==> src/rtl/core/afa_pkg.sv <==
`default_nettype none

package afa_pkg;

  localparam int unsigned CfgAddrW = 6;
  localparam int unsigned CfgDataW = 64;

  localparam logic [2:0] REG_DEST    = 3'd0;
  localparam logic [2:0] REG_SOURCE  = 3'd1;
  localparam logic [2:0] REG_RELAY   = 3'd2;
  localparam logic [2:0] REG_SSID    = 3'd3;
  localparam logic [2:0] REG_CONTROL = 3'd4;
  localparam logic [2:0] REG_PID     = 3'd5;
  localparam logic [2:0] REG_FLAG    = 3'd6;
  localparam logic [2:0] REG_LENGTH  = 3'd7;

  localparam logic [47:0] DEST_RESET    = 48'h4351_2020_2020;
  localparam logic [47:0] SOURCE_RESET  = 48'h5655_3244_4D51;
  localparam logic [47:0] RELAY_RESET   = 48'h5245_4C41_5920;
  localparam logic [23:0] SSID_RESET    = 24'h60_68_61;
  localparam logic [7:0]  CONTROL_RESET = 8'h03;
  localparam logic [7:0]  PID_RESET     = 8'hF0;
  localparam logic [7:0]  FLAG_RESET    = 8'h7E;
  localparam logic [7:0]  LENGTH_RESET  = 8'd34;

  localparam logic [15:0] CRC_INIT = 16'hFFFF;

  localparam logic [4:0] PH_FLAG       = 5'd0;
  localparam logic [4:0] PH_DEST0      = 5'd1;
  localparam logic [4:0] PH_DEST_SSID  = 5'd7;
  localparam logic [4:0] PH_SRC0       = 5'd8;
  localparam logic [4:0] PH_SRC_SSID   = 5'd14;
  localparam logic [4:0] PH_RELAY0     = 5'd15;
  localparam logic [4:0] PH_RELAY_SSID = 5'd21;
  localparam logic [4:0] PH_CONTROL    = 5'd22;
  localparam logic [4:0] PH_PID        = 5'd23;
  localparam logic [4:0] PH_PAYLOAD    = 5'd24;
  localparam logic [4:0] PH_CRC_LO     = 5'd25;
  localparam logic [4:0] PH_CRC_HI     = 5'd26;
  localparam logic [4:0] PH_CLOSE      = 5'd27;

  typedef struct packed {
    logic [47:0] dest;
    logic [47:0] source;
    logic [47:0] relay;
    logic [23:0] ssid;
    logic [7:0]  control;
    logic [7:0]  pid;
    logic [7:0]  flag;
    logic [7:0]  length;
  } afa_cfg_t;

  function automatic logic [15:0] crc_byte(input logic [15:0] crc, input logic [7:0] b);
    logic [7:0] x;
    x = crc[15:8] ^ b;
    x = x ^ {4'd0, x[7:4]};
    return {crc[7:0], 8'd0} ^ {x[3:0], 12'd0} ^ {3'd0, x, 5'd0} ^ {8'd0, x};
  endfunction

  function automatic logic [7:0] call_char(input logic [47:0] call, input logic [2:0] k);
    return call[8 * (3'd5 - k) +: 8];
  endfunction

endpackage

`default_nettype wire

==> src/rtl/core/afa_in_if.sv <==
`default_nettype none

interface afa_in_if;
  logic       valid;
  logic       ready;
  logic [7:0] payload_byte;

  modport source (output valid, output payload_byte, input ready);
  modport sink (input valid, input payload_byte, output ready);
endinterface

`default_nettype wire

==> src/rtl/core/afa_out_if.sv <==
`default_nettype none

interface afa_out_if;
  logic       valid;
  logic       ready;
  logic [7:0] frame_byte;
  logic       end_of_frame;

  modport source (output valid, output frame_byte, output end_of_frame, input ready);
  modport sink (input valid, input frame_byte, input end_of_frame, output ready);
endinterface

`default_nettype wire

==> src/rtl/core/afa_regs.sv <==
`default_nettype none

module afa_regs (
  input  wire logic                           clk,
  input  wire logic                           rst,
  input  wire logic                           psel,
  input  wire logic                           penable,
  input  wire logic                           pwrite,
  input  wire logic [afa_pkg::CfgAddrW-1:0]   paddr,
  input  wire logic [afa_pkg::CfgDataW-1:0]   pwdata,
  output logic      [afa_pkg::CfgDataW-1:0]   prdata,
  output logic                                pready,
  output afa_pkg::afa_cfg_t                   cfg
);
  import afa_pkg::*;

  logic       wr_en;
  logic [2:0] reg_index;

  assign pready    = 1'b1;
  assign wr_en     = psel && penable && pwrite;
  assign reg_index = paddr[CfgAddrW-1:3];

  always_ff @(posedge clk) begin
    if (rst) begin
      cfg.dest    <= DEST_RESET;
      cfg.source  <= SOURCE_RESET;
      cfg.relay   <= RELAY_RESET;
      cfg.ssid    <= SSID_RESET;
      cfg.control <= CONTROL_RESET;
      cfg.pid     <= PID_RESET;
      cfg.flag    <= FLAG_RESET;
      cfg.length  <= LENGTH_RESET;
    end else if (wr_en) begin
      unique case (reg_index)
        REG_DEST:    cfg.dest    <= pwdata[47:0];
        REG_SOURCE:  cfg.source  <= pwdata[47:0];
        REG_RELAY:   cfg.relay   <= pwdata[47:0];
        REG_SSID:    cfg.ssid    <= pwdata[23:0];
        REG_CONTROL: cfg.control <= pwdata[7:0];
        REG_PID:     cfg.pid     <= pwdata[7:0];
        REG_FLAG:    cfg.flag    <= pwdata[7:0];
        REG_LENGTH:  cfg.length  <= pwdata[7:0];
        default: begin
        end
      endcase
    end
  end

  always_comb begin
    unique case (reg_index)
      REG_DEST:    prdata = {16'd0, cfg.dest};
      REG_SOURCE:  prdata = {16'd0, cfg.source};
      REG_RELAY:   prdata = {16'd0, cfg.relay};
      REG_SSID:    prdata = {40'd0, cfg.ssid};
      REG_CONTROL: prdata = {56'd0, cfg.control};
      REG_PID:     prdata = {56'd0, cfg.pid};
      REG_FLAG:    prdata = {56'd0, cfg.flag};
      REG_LENGTH:  prdata = {56'd0, cfg.length};
      default:     prdata = '0;
    endcase
  end

endmodule

`default_nettype wire

==> src/rtl/core/ax25_frame_assembler_unit.sv <==
// Throughput: while the output is drained and a payload byte is held, one frame byte per cycle
// leaves; a payload byte inside a frame is taken every cycle while the output is drained.
// A payload byte inside a frame passes from the holding register to the output register;
// a frame-opening byte follows 24 header bytes, and a closing byte is followed by 3 trailer
// bytes.
// Reset is synchronous and active high; it empties both registers, restores the CRC to
// 0xFFFF and loads the configuration registers with their default values.
`default_nettype none

module ax25_frame_assembler_unit (
  input  wire logic                          clk,
  input  wire logic                          rst,
  afa_in_if.sink                             din,
  afa_out_if.source                          dout,
  input  wire logic                          psel,
  input  wire logic                          penable,
  input  wire logic                          pwrite,
  input  wire logic [afa_pkg::CfgAddrW-1:0]  paddr,
  input  wire logic [afa_pkg::CfgDataW-1:0]  pwdata,
  output logic      [afa_pkg::CfgDataW-1:0]  prdata,
  output logic                               pready
);
  import afa_pkg::*;

  afa_cfg_t cfg;

  logic        hold_valid;
  logic        hold_valid_next;
  logic [7:0]  hold_byte;
  logic [4:0]  phase;
  logic [4:0]  phase_next;
  logic [15:0] crc;
  logic [15:0] crc_next;
  logic [7:0]  count;
  logic [7:0]  count_next;
  logic        frame_open;
  logic        frame_open_next;
  logic        out_valid;
  logic        out_valid_next;
  logic [7:0]  out_byte;
  logic        out_eof;

  logic        advance;
  logic        last;
  logic        in_ready;
  logic        in_take;
  logic [4:0]  eff;
  logic [7:0]  sel_byte;
  logic        sel_eof;
  logic        crc_upd;
  logic [7:0]  limit;

  afa_regs u_regs (
    .clk     (clk),
    .rst     (rst),
    .psel    (psel),
    .penable (penable),
    .pwrite  (pwrite),
    .paddr   (paddr),
    .pwdata  (pwdata),
    .prdata  (prdata),
    .pready  (pready),
    .cfg     (cfg)
  );

  assign advance = hold_valid && (!out_valid || dout.ready);
  assign eff     = (phase == PH_FLAG && frame_open) ? PH_PAYLOAD : phase;
  assign limit   = (cfg.length == 8'd0) ? 8'd1 : cfg.length;

  always_comb begin
    sel_eof = 1'b0;
    crc_upd = 1'b1;
    case (eff) inside
      PH_FLAG: begin
        sel_byte = cfg.flag;
        crc_upd  = 1'b0;
      end
      [PH_DEST0:PH_DEST_SSID-5'd1]:   sel_byte = call_char(cfg.dest, 3'(eff - PH_DEST0));
      PH_DEST_SSID:                   sel_byte = cfg.ssid[23:16];
      [PH_SRC0:PH_SRC_SSID-5'd1]:     sel_byte = call_char(cfg.source, 3'(eff - PH_SRC0));
      PH_SRC_SSID:                    sel_byte = cfg.ssid[15:8];
      [PH_RELAY0:PH_RELAY_SSID-5'd1]: sel_byte = call_char(cfg.relay, 3'(eff - PH_RELAY0));
      PH_RELAY_SSID:                  sel_byte = cfg.ssid[7:0];
      PH_CONTROL:                     sel_byte = cfg.control;
      PH_PID:                         sel_byte = cfg.pid;
      PH_PAYLOAD:                     sel_byte = hold_byte;
      PH_CRC_LO: begin
        sel_byte = crc[7:0];
        crc_upd  = 1'b0;
      end
      PH_CRC_HI: begin
        sel_byte = crc[15:8];
        crc_upd  = 1'b0;
      end
      PH_CLOSE: begin
        sel_byte = cfg.flag;
        sel_eof  = 1'b1;
        crc_upd  = 1'b0;
      end
      default: begin
        sel_byte = cfg.flag;
        crc_upd  = 1'b0;
      end
    endcase
  end

  always_comb begin
    last            = 1'b0;
    phase_next      = phase;
    crc_next        = crc;
    count_next      = count;
    frame_open_next = frame_open;
    if (advance) begin
      phase_next = eff + 5'd1;
      if (crc_upd) begin
        crc_next = crc_byte(crc, sel_byte);
      end
      if (eff == PH_FLAG) begin
        frame_open_next = 1'b1;
      end
      if (eff == PH_PAYLOAD) begin
        count_next = count + 8'd1;
        if (count_next < limit) begin
          phase_next = PH_FLAG;
          last       = 1'b1;
        end
      end
      if (eff == PH_CLOSE) begin
        phase_next      = PH_FLAG;
        crc_next        = CRC_INIT;
        count_next      = 8'd0;
        frame_open_next = 1'b0;
        last            = 1'b1;
      end
    end
  end

  assign in_ready        = !hold_valid || (advance && last);
  assign in_take         = din.valid && in_ready;
  assign hold_valid_next = in_take ? 1'b1 : ((advance && last) ? 1'b0 : hold_valid);
  assign out_valid_next  = advance ? 1'b1 : (out_valid && !dout.ready);

  always_ff @(posedge clk) begin
    if (rst) begin
      hold_valid <= 1'b0;
      out_valid  <= 1'b0;
      phase      <= PH_FLAG;
      crc        <= CRC_INIT;
      count      <= 8'd0;
      frame_open <= 1'b0;
    end else begin
      hold_valid <= hold_valid_next;
      out_valid  <= out_valid_next;
      phase      <= phase_next;
      crc        <= crc_next;
      count      <= count_next;
      frame_open <= frame_open_next;
    end
  end

  always_ff @(posedge clk) begin
    if (in_take) begin
      hold_byte <= din.payload_byte;
    end
    if (advance) begin
      out_byte <= sel_byte;
      out_eof  <= sel_eof;
    end
  end

  assign din.ready         = in_ready;
  assign dout.valid        = out_valid;
  assign dout.frame_byte   = out_byte;
  assign dout.end_of_frame = out_eof;

endmodule

`default_nettype wire

==> src/flat_wrapper.sv <==
// flat-port wrapper written by rule: the top's interface ports become plain ports
module ax25_frame_assembler_unit_flat import afa_pkg::*;
  (clk, rst, psel, penable, pwrite, paddr, pwdata, prdata, pready, din_valid, din_payload_byte, din_ready, dout_valid, dout_frame_byte, dout_end_of_frame, dout_ready);
  afa_in_if din_i ();
  afa_out_if dout_i ();
  input  wire logic clk;
  input  wire logic rst;
  input  wire logic psel;
  input  wire logic penable;
  input  wire logic pwrite;
  input  wire logic [afa_pkg::CfgAddrW-1:0] paddr;
  input  wire logic [afa_pkg::CfgDataW-1:0] pwdata;
  output logic      [afa_pkg::CfgDataW-1:0] prdata;
  output logic pready;
  input wire logic [$bits(din_i.valid)-1:0] din_valid;
  input wire logic [$bits(din_i.payload_byte)-1:0] din_payload_byte;
  output wire logic [$bits(din_i.ready)-1:0] din_ready;
  output wire logic [$bits(dout_i.valid)-1:0] dout_valid;
  output wire logic [$bits(dout_i.frame_byte)-1:0] dout_frame_byte;
  output wire logic [$bits(dout_i.end_of_frame)-1:0] dout_end_of_frame;
  input wire logic [$bits(dout_i.ready)-1:0] dout_ready;
  assign din_i.valid = din_valid;
  assign din_i.payload_byte = din_payload_byte;
  assign din_ready = din_i.ready;
  assign dout_valid = dout_i.valid;
  assign dout_frame_byte = dout_i.frame_byte;
  assign dout_end_of_frame = dout_i.end_of_frame;
  assign dout_i.ready = dout_ready;
  ax25_frame_assembler_unit u_core (.clk(clk), .rst(rst), .din(din_i), .dout(dout_i), .psel(psel), .penable(penable), .pwrite(pwrite), .paddr(paddr), .pwdata(pwdata), .prdata(prdata), .pready(pready));
endmodule
==> config.mk <==
export PLATFORM = sky130hd
export DESIGN_NAME = ax25_frame_assembler_unit_flat
export DESIGN_NICKNAME = d
export VERILOG_FILES = /design/src/rtl/core/afa_pkg.sv /design/src/rtl/core/afa_in_if.sv /design/src/rtl/core/afa_out_if.sv /design/src/rtl/core/afa_regs.sv /design/src/rtl/core/ax25_frame_assembler_unit.sv /design/src/flat_wrapper.sv
export SDC_FILE = /design/constraint.sdc
export NUM_CORES = 1
export LEC_CHECK = 0
export ABC_AREA = 1
export BUFFER_PORTS_ARGS = -buffer_cell sky130_fd_sc_hd__buf_4
export CAP_MARGIN = 20
export CORE_ASPECT_RATIO = 0.5
export CORE_MARGIN = 5
export CORE_UTILIZATION = 50
export DETAILED_ROUTE_END_ITERATION = 6
export PLACE_DENSITY = 0.73
export SKIP_CTS_REPAIR_TIMING = 1
export SYNTH_ARGS = -nofsm -noshare
export SYNTH_HDL_FRONTEND = slang
export SYNTH_SLANG_ARGS = --single-unit
==> constraint.sdc <==
create_clock -name clk -period 4.5 [get_ports clk]
set_input_delay 0.225 -clock clk [delete_from_list [all_inputs] [get_ports clk]]
set_output_delay 0.225 -clock clk [all_outputs]
set_load 0.005 [all_outputs]
# --- Word level (Yosys, flattened, before mapping) ---
# Index checks and enable logic that the tools add are counted.
totals:
  inputBits: 85
  wordCells: 133
  register_bits: 249
classes:
  n_eq_ne: 16
  n_addsub: 8
  n_reduce_logical: 35
  mux: 42
  bitwise: 5
  n_shift: 3
  magnitude_cmp: 7
op_table:
  columns: ["operator", "n"]
  rows:
  - ["$pmux 64 s8", 1]
  - ["$shiftx 48x33->8", 3]
  - ["$mux 8", 15]
  - ["$eq 5x5->1 const B", 7]
  - ["$mux 16", 2]
  - ["$reduce_and 2->1", 11]
  - ["$mux 1", 20]
  - ["$mux 5", 4]
  - ["$xor 16x13->16", 1]
  - ["$xor 16x16->16", 1]
  - ["$xor 16x8->16", 1]
  - ["$eq 3x3->1 const B", 4]
  - ["$reduce_or 12->1", 1]
  - ["$sub 3x3->4 const A", 3]
  - ["$ge 5x4->1 const B", 2]
  - ["$logic_and 1x1->1", 10]
  - ["$logic_not 5->1", 2]
  - ["$add 8x1->8 const B", 1]
  - ["$logic_not 8->1", 1]
  - ["$lt 8x8->1", 1]
  - ["$reduce_bool 2->1", 4]
  - ["$xor 8x4->8", 1]
  - ["$xor 8x8->8", 1]
  - ["$eq 3x2->1 const B", 2]
  - ["other kinds (13)", 17]

# --- Depth between registers and ports, before layout ---
# Gate-level depths: netlist of the first run.
logic_depth:
  word_depth: 23
  ltp_mapped: 30
  mapped_depth_nobuf: 30

# --- Hierarchy ---
# From an unflattened synthesis of the first run, not the netlist that was laid out.
unflattened:
  cells_unflattened: 2146
  hier_area_um2: 14134.8
modules_own_cells:
  columns: ["module", "cells_each", "area_each_um2", "seq_area_each_um2", "instances"]
  rows:
  - ["afa_regs", 1233, 8541.9, 4003.8, 1]
  - ["ax25_frame_assembler_unit", 913, 5592.9, 1151.1, 1]

# --- Worst setup path after synthesis of the first run ---
# No wires, ideal clock.
synth_path:
  kind: "reg2reg"
  from: "register u_core.phase[0]"
  to: "register u_core.crc[12]"
  path_buffers: 6
  stages_incl_launch_ff: 29
  required_ns: 4.387
  synth_period_minus_slack_ns: 3.605
  t_arrival_ns: 3.492
  slack_ns: 0.895
  path_cell_list: "dfxtp_1 buf_6 buf_2 buf_2 clkbuf_1 ha_1 nor2_4 inv_1 buf_2 ha_1 clkbuf_1 a2111oi_1 o211ai_1 nand2_1 nand2_1 nand2_1 o21ai_1 nand2_1 nand2_1 nand2_1 nand2_1 nand2_1 nand2_1 nand2_1 nand2_2 nor2_2 nand2_1 nand3_1 nand2_1"
synth_via:
  elab_chain_cells: 23
  elab_cells_between_ends: 62
synth_rtl:
  columns: ["item", "line_no", "rtl"]
  rows:
  - ["start: declaration", "ax25_frame_assembler_unit.sv:30", "logic [4:0] phase;"]
  - ["start signal: assignment", "ax25_frame_assembler_unit.sv:154", "phase <= phase_next;"]
  - ["$logic_not 5->1", "ax25_frame_assembler_unit.sv:67", "assign eff = (phase == PH_FLAG && frame_open) ? PH_PAYLOAD : phase;"]
  - ["$logic_and 1x1->1", "ax25_frame_assembler_unit.sv:67", null]
  - ["$mux 5 *", "ax25_frame_assembler_unit.sv:67", null]
  - ["parallel branches: the longest is 20 deep, another holds $sub 3x3->4", null, null]
  - ["end signal: assignment", "ax25_frame_assembler_unit.sv:155", "crc <= crc_next;"]
  - ["end: declaration", "ax25_frame_assembler_unit.sv:32", "logic [15:0] crc;"]
# Every way passes the cells marked *. The select of a mux whose other input is x is not followed.
# A chain may end at the register's enable or synchronous reset.

# --- Worst setup path in the final report of the first run ---
layout_path:
  from: "register u_core.phase[0]"
  to: "register u_core.crc[1]"
layout_via:
  elab_chain_cells: 21
  elab_cells_between_ends: 60
layout_rtl:
  columns: ["item", "line_no"]
  rows:
  - ["$logic_not 5->1", "ax25_frame_assembler_unit.sv:67"]
  - ["$logic_and 1x1->1", "ax25_frame_assembler_unit.sv:67"]
  - ["$mux 5 *", "ax25_frame_assembler_unit.sv:67"]
  - ["parallel branches: the longest is 18 deep, another holds $sub 3x3->4", null]
# Marked as above.

==> metrics, run 1 <==
status finished, final reports clean; dominant synthesized flop cell dfxtp_1; Design Power 0.00554 W; Clk Latency, worst-skew pair 0.55 ns; clock skew 0.0147 ns; Avg WL per Cell 19.9 um; mapped cell area 13,300 sq um; vias in the first global route 12,300; core area 26,300 sq um; CTS root buf clkbuf_16; area of the multi-input gates 6850 sq um; sequential area share after synthesis 0.388; Fillers 2,514; Final Net Count 2,149; port buffer count 124; CTS Buffer Depth 3; synth warn 0; RSZ-0062 raised after global routing false; power per cell area 355 nW/um^2; CTS buffer count 24; total wire length 48,100 um; Fmax 253 MHz; GR met1 Demand/Resource 0.432; DR iter-0 viols 1,852; Final setup viols 0; VDD IR-drop max 0.212 mV; CTS tree yes; clock-pin slew of the registers on the worst-case setup and hold paths 0.07 ns; Clk pwr share 0.368; Synth Area per Inst 6.85 sq um; Max Cap Violations 0; IO Count 161; flops & latches, synth 249; initial antenna violation count 1; Initial Utilization 0.506; Internal 0.00381 W; clock sinks 249; WS Path Type reg2reg; crit path DAT 4.33 ns; Net Sw Power 0.00173 W; die width 241 um; Worst EP required 4.87 ns; Combinational Power Share 0.210; worst hold margin 0.0116 ns; Slew headroom 0.263; Core Rows 42; ratio of cells with drive above 1 in the final layout 0.121; most frequent cells in the layout nand2_1, dfxtp_1, nor2_1; area grow syn2layout 17.5%; library cells used by synthesis 55; final hold violations 0; commonest non-fill, non-tap cell in the layout nand2_1; register area 5160 sq um; gr ovfl total 0; HP Class in2reg; met2 usage 0.430; Tmin final 3.96 ns; Die Area 30,100 sq um; GRT Max-Usage Layer met1; Post-synth ARST share 0; Leak Pwr 7.05 nW; Detail Route Antenna Nets 0; critical path peak fanout 17; Tightest Pin Transition 1.11 ns; M3 GR Usage 0.0979; # diodes 0; Vias 14,000; critical path capture point type flip-flop; die height 125 um; startpoint types flip-flop; Tcrit/Tclk final 0.879; largest net degree at the start of global routing 112; DRC 0; number of enable flip-flop cells after synthesis 17; Initial DRT Pass Iterations 6; setup_tns 0 ns; gr usage total 0.300; Seq pwr share 0.421; Syn Inst Count 1,939; first-pass GRT wire length 71,400 um; max-slew violations 0; global placer's final weighted congestion 1.01; post-DP HPWL 32,300 um; H-tree depth 1; DR vias/cell 5.79; Sw Ratio 0.312
-- critical path, stage by stage (launching register included) --
cell and delay (ns):
dfxtp_2 0.49, buf_4 0.33, nor2_8 0.11, inv_1 0.18, nor2_1 0.08, or2_2 0.30
ha_1 0.50, a221oi_1 0.66, o41ai_1 0.17, inv_1 0.08, nand2_1 0.17, nand2_1 0.13
nand2_1 0.05, nand2_1 0.11, inv_1 0.07, nand2_1 0.10, nand3_1 0.07, nand2_1 0.09
o211ai_1 0.08
-- area by class of cell --
class,instances,area share
clock inverter,7,0.00385
clock buffer,36,0.0447
sequential,249,0.330
timing repair buffer,200,0.106
multi-input combinational,1377,0.439
tap,352,0.0282
inverter,198,0.0483
-- through the flow --
step / setup WS (ns) / instances / cell area, sq um / utilization
6_report: 0.544 / 2419 / 15600 / 0.594
3_3_place_gp: 0.778 / 2325 / 14300 / 0.545
5_1_grt: 0.205 / 2419 / 15600 / 0.594
4_1_cts: 0.702 / 2368 / 15100 / 0.574
3_5_place_dp: 0.731 / 2325 / 14300 / 0.545
2_1_floorplan: 0.895 / 1954 / 13300 / -
-- sequential cells by signal, indices dropped and copies added, names as in the netlist --
| register | flops |
|---|---|
| u_core.dout.end_of_frame | 1 |
| u_core.hold_valid | 1 |
| u_core.dout.valid | 1 |
| u_core.dout.frame_byte | 8 |
| u_core.frame_open | 1 |
| u_core.count | 8 |
| u_core.phase | 5 |
| u_core.u_regs.cfg | 200 |
| u_core.hold_byte | 8 |
| u_core.crc | 16 |
-- cells by family (layout without fill, tap and decap cells) --
kind of cell	Yosys count	after routing	synth area share
AO/OA/AOI/OAI	525	525	0.233
XOR/XNOR	8	8	0.00527
adder cells (fa/ha/maj)	14	14	0.0132
buffers and inverters	328	441	0.103
flip-flops	249	249	0.388
multiplexers	1	1	0.000754
other	2	17	0.000565
AND/OR/NAND/NOR	812	812	0.256
-- routing by layer --
metal  routed length (um)  up-vias
met5                   13        -
met4                 1440        2
met3                 6470      114
met2                20100      817
met1                20000     6409
li1                     -     6656
-- synth_stat cells, types with 3 or more instances --
master      n  share of area
xor2_1      6         0.0040
or2_2       3         0.0014
a211oi_1    6         0.0034
nand2_1   429           0.12
o2111a_1    5         0.0042
a22oi_1    14         0.0079
nor2_1    212          0.060
clkinv_1    5         0.0014
o221ai_1   10         0.0066
buf_6       4         0.0034
o211ai_1   57          0.032
buf_1       3        0.00085
buf_2      15         0.0057
a21oi_1   162          0.061
o21ai_0   200          0.075
ha_1       14          0.013
nand3_1   106          0.040
or3_1       6         0.0028
inv_2      10         0.0028
nor2_4      4         0.0034
clkbuf_1   87          0.025
o21ai_1     9         0.0034
o41ai_1     8         0.0053
nand3b_1    3         0.0017
a221oi_1   19          0.013
a31oi_1     8         0.0038
edfxtp_1   17          0.038
nand4_1     6         0.0028
nor3_1      8         0.0030
o22ai_1    19         0.0089
nand2_2    22          0.010
inv_1     181          0.051
dfxtp_1   232           0.35
nor2_2      3         0.0014
buf_4      20          0.011
-- power groups by stage --
stage / sequential [W] / clock (W) / combinational, W
4_1_cts: 0.00233 / 0.00204 / 0.00109
5_1_grt: 0.00234 / 0.00212 / 0.00127
6_report: 0.00233 / 0.00204 / 0.00116
3_3_place_gp: 0.00238 / 0 / 0.00108
3_5_place_dp: 0.00238 / 0 / 0.00108
2_1_floorplan: 0.00237 / 0 / 0.000718
-- path summary, 6_finish.rpt --
path	start	to	slack, ns	cells after the start
worst max-delay path	u_core.phase[0]$_SDFFE_PP0P_	u_core.crc[1]$_SDFFE_PP1P_	0.54	18
worst min register to register	u_core.u_regs.cfg[139]$_SDFFE_PP0P_	u_core.u_regs.cfg[139]$_SDFFE_PP0P_	0.47	2
worst min-delay path	pwdata[4]	u_core.u_regs.cfg[12]$_SDFFE_PP1P_	0.01	3
worst max register to register	u_core.phase[0]$_SDFFE_PP0P_	u_core.crc[1]$_SDFFE_PP1P_	0.54	18
(Power assumes the default switching activity.)
==> run 2: changes to the inputs <==
Settings changed: CORE_UTILIZATION 50 to 59, PLACE_DENSITY 0.73 to 0.84.
==> run 2 against run 1 <==
  * The run now ends with negative hold slack left
  * Critical path depth rose by 2
  * Utilization rose by 11 points
  * Wire length rose by 1.2%
  * First-iteration DRC count rose by 16%
  * Design area fell by 0.67%
  * Clock skew fell by 0.0054 ns
  * Worst hold slack got worse by 0.049 ns
  * Sequential share of layout area rose by 0.22 points
  * Worst setup slack got worse by 0.18 ns
  * Sequential power barely moved
  * Final cell count fell by 2.4%
  * Register-to-register slack got worse by 0.18 ns
==> metrics, run 2 (same netlist as run 1, synthesis figures left out) <==
DRC 0; CTS root buf clkbuf_16; max FFs per register 200; power per cell area 353 nW/um^2; max-slew violations 0; post-DP HPWL 32,200 um; largest net degree at the start of global routing 121; IO Count 161; Max Cap Violations 0; Final setup viols 0; critical path peak fanout 11; most frequent cells in the layout nand2_1, dfxtp_1, nor2_1; Largest Register u_core.u_regs.cfg; WS Path Type reg2reg; CTS tree yes; Hold Startpoint pwdata[19]; HP Class in2reg; wire length on met3 6850 um; Detail Route Antenna Nets 0; Finished Cell Area 15,500 sq um; H-tree depth 1; die height 116 um; top sig layer met4; r2r setup slk 0.36 ns; CTS buffer count 23; initial antenna violation count 0; commonest non-fill, non-tap cell in the layout nand2_1; port buffer count 124; first-pass GRT wire length 72,800 um; Fillers 1,845; Buf/Inv on CP 3; DR vias/cell 6.12; Tightest Pin Transition 1.12 ns; critical path launch point u_core.phase[0]$_SDFFE_PP0P_; status finished, violations left; vias in the first global route 12,800; met1 WL 19,600 um; Fmax 242 MHz; Final Net Count 2,146; CTS Buffer Depth 3; Tmin final 4.14 ns; area of the multi-input gates 6850 sq um; clock skew 0.00929 ns; clock-pin slew of the registers on the worst-case setup and hold paths 0.07 ns; Avg WL per Cell 20.6 um; critical path capture point type flip-flop; Vias 14,500; global placer's final weighted congestion 1.05; largest registers u_core.u_regs.cfg x200, u_core.crc x16; clock sinks 249; ratio of cells with drive above 1 in the final layout 0.120; Finished Core Util 0.707; Slew headroom 0.255; VDD IR-drop max 0.308 mV; Reg2Reg Launch Point u_core.phase[0]$_SDFFE_PP0P_; Post-DP Area 14,300 sq um; Max stage delay cell, worst path o41ai_1; Most common cell on crit path nand2_2; Die Area 25,800 sq um; area grow syn2layout 16.7%; die width 222 um; worst hold margin -0.0372 ns; Slowest Stage Delay on Critical Path 0.74 ns; gr usage total 0.356; met2 WL 20,400 um; core area 21,900 sq um; gr ovfl total 0; Initial DRT Pass Iterations 6; total wire length 48,600 um; Clk Latency, worst-skew pair 0.54 ns; RSZ-0062 raised after global routing false; critical path's top delay family simple AND/OR/NAND/NOR gates; Tcrit/Tclk final 0.920; Leak Pwr 7.02 nW; worst-path cell chain nor2_8, inv_1, nor2_1, or2_2, ha_1, inv_1, a21oi_1, o2111a_1, o41ai_1, inv_1, nand2_2, nand2_2, nand2_1, nand2_2, nand2_2, nand2_2, nand2_1, nand3_1, nand2_1, nand2_1; final hold violations 3; Initial Utilization 0.606; Core Rows 38; setup_tns 0 ns; DR iter-0 viols 2,151; Worst EP required 4.94 ns; register area 5160 sq um; startpoint types flip-flop; failing checks negative hold slack; crit path DAT 4.58 ns
## run 2: cell types whose count changed in the layout (fill, tap and decap cells not counted), moves of 2 or more
cell / previous run / this run
clkinv_2: 6 / 1
clkbuf_16: 25 / 23
buf_16: 0 / 2
dlygate4sd3_1: 50 / 48
## run 2: cell type report
type | instances | share of cell area
Clock inverter | 5 | 0.00387
Timing Repair Buffer | 198 | 0.107
Multi-Input combinational cell | 1377 | 0.442
Antenna cell | 1 | 0.000161
Tap cell | 300 | 0.0242
Sequential cell | 249 | 0.333
Inverter | 198 | 0.0486
Clock buffer | 34 | 0.0417
## run 2: routing by layer
layer / track usage / up-vias
li1: - / 6656
met4: 0.112 / 0
met3: 0.0954 / 145
met2: 0.536 / 1048
met5: 0.00538 / -
met1: 0.505 / 6606
## run 2: per-stage QoR
| step | hold slack (ns) | setup WS, ns | instances | power, W |
|---|---|---|---|---|
| global route | 0.00824 | 0.206 | 2361 | 0.00567 |
| detailed placement | 0.404 | 0.646 | 2272 | 0.00347 |
| global placement | 0.409 | 0.705 | 2272 | 0.00346 |
| CTS | -0.141 | 0.608 | 2311 | 0.00538 |
| floorplan | 0.324 | 0.895 | 1954 | 0.00308 |
| finish | -0.0372 | 0.360 | 2362 | 0.00548 |
## run 2: final timing paths
kind | endpoint | depth (start not counted)
worst max-delay path | u_core.crc[15]$_SDFFE_PP1P_ | 20
worst min-delay path | u_core.u_regs.cfg[123]$_SDFFE_PP0P_ | 3
worst min register to register | u_core.u_regs.cfg[139]$_SDFFE_PP0P_ | 2
worst max register to register | u_core.crc[15]$_SDFFE_PP1P_ | 20
## run 2: power by group
part	total [W]	internal (W)	switching (W)	leakage, nW
clock	0.00196	0.00105	0.000902	0.341
sequential	0.00234	0.00229	0.0000451	2.03
combinational	0.00118	0.000394	0.000790	4.64
total	0.00548	0.00374	0.00174	7.02
## run 2: worst register-to-register path: cells and delay by family, from the launching register on
kind / cells / cell delay, ns
buffers and inverters: 3 / 0.62
flip-flops: 1 / 0.60
AND/OR/NAND/NOR: 13 / 1.35
AO/OA/AOI/OAI: 3 / 0.94
adder cells (fa/ha/maj): 1 / 0.51
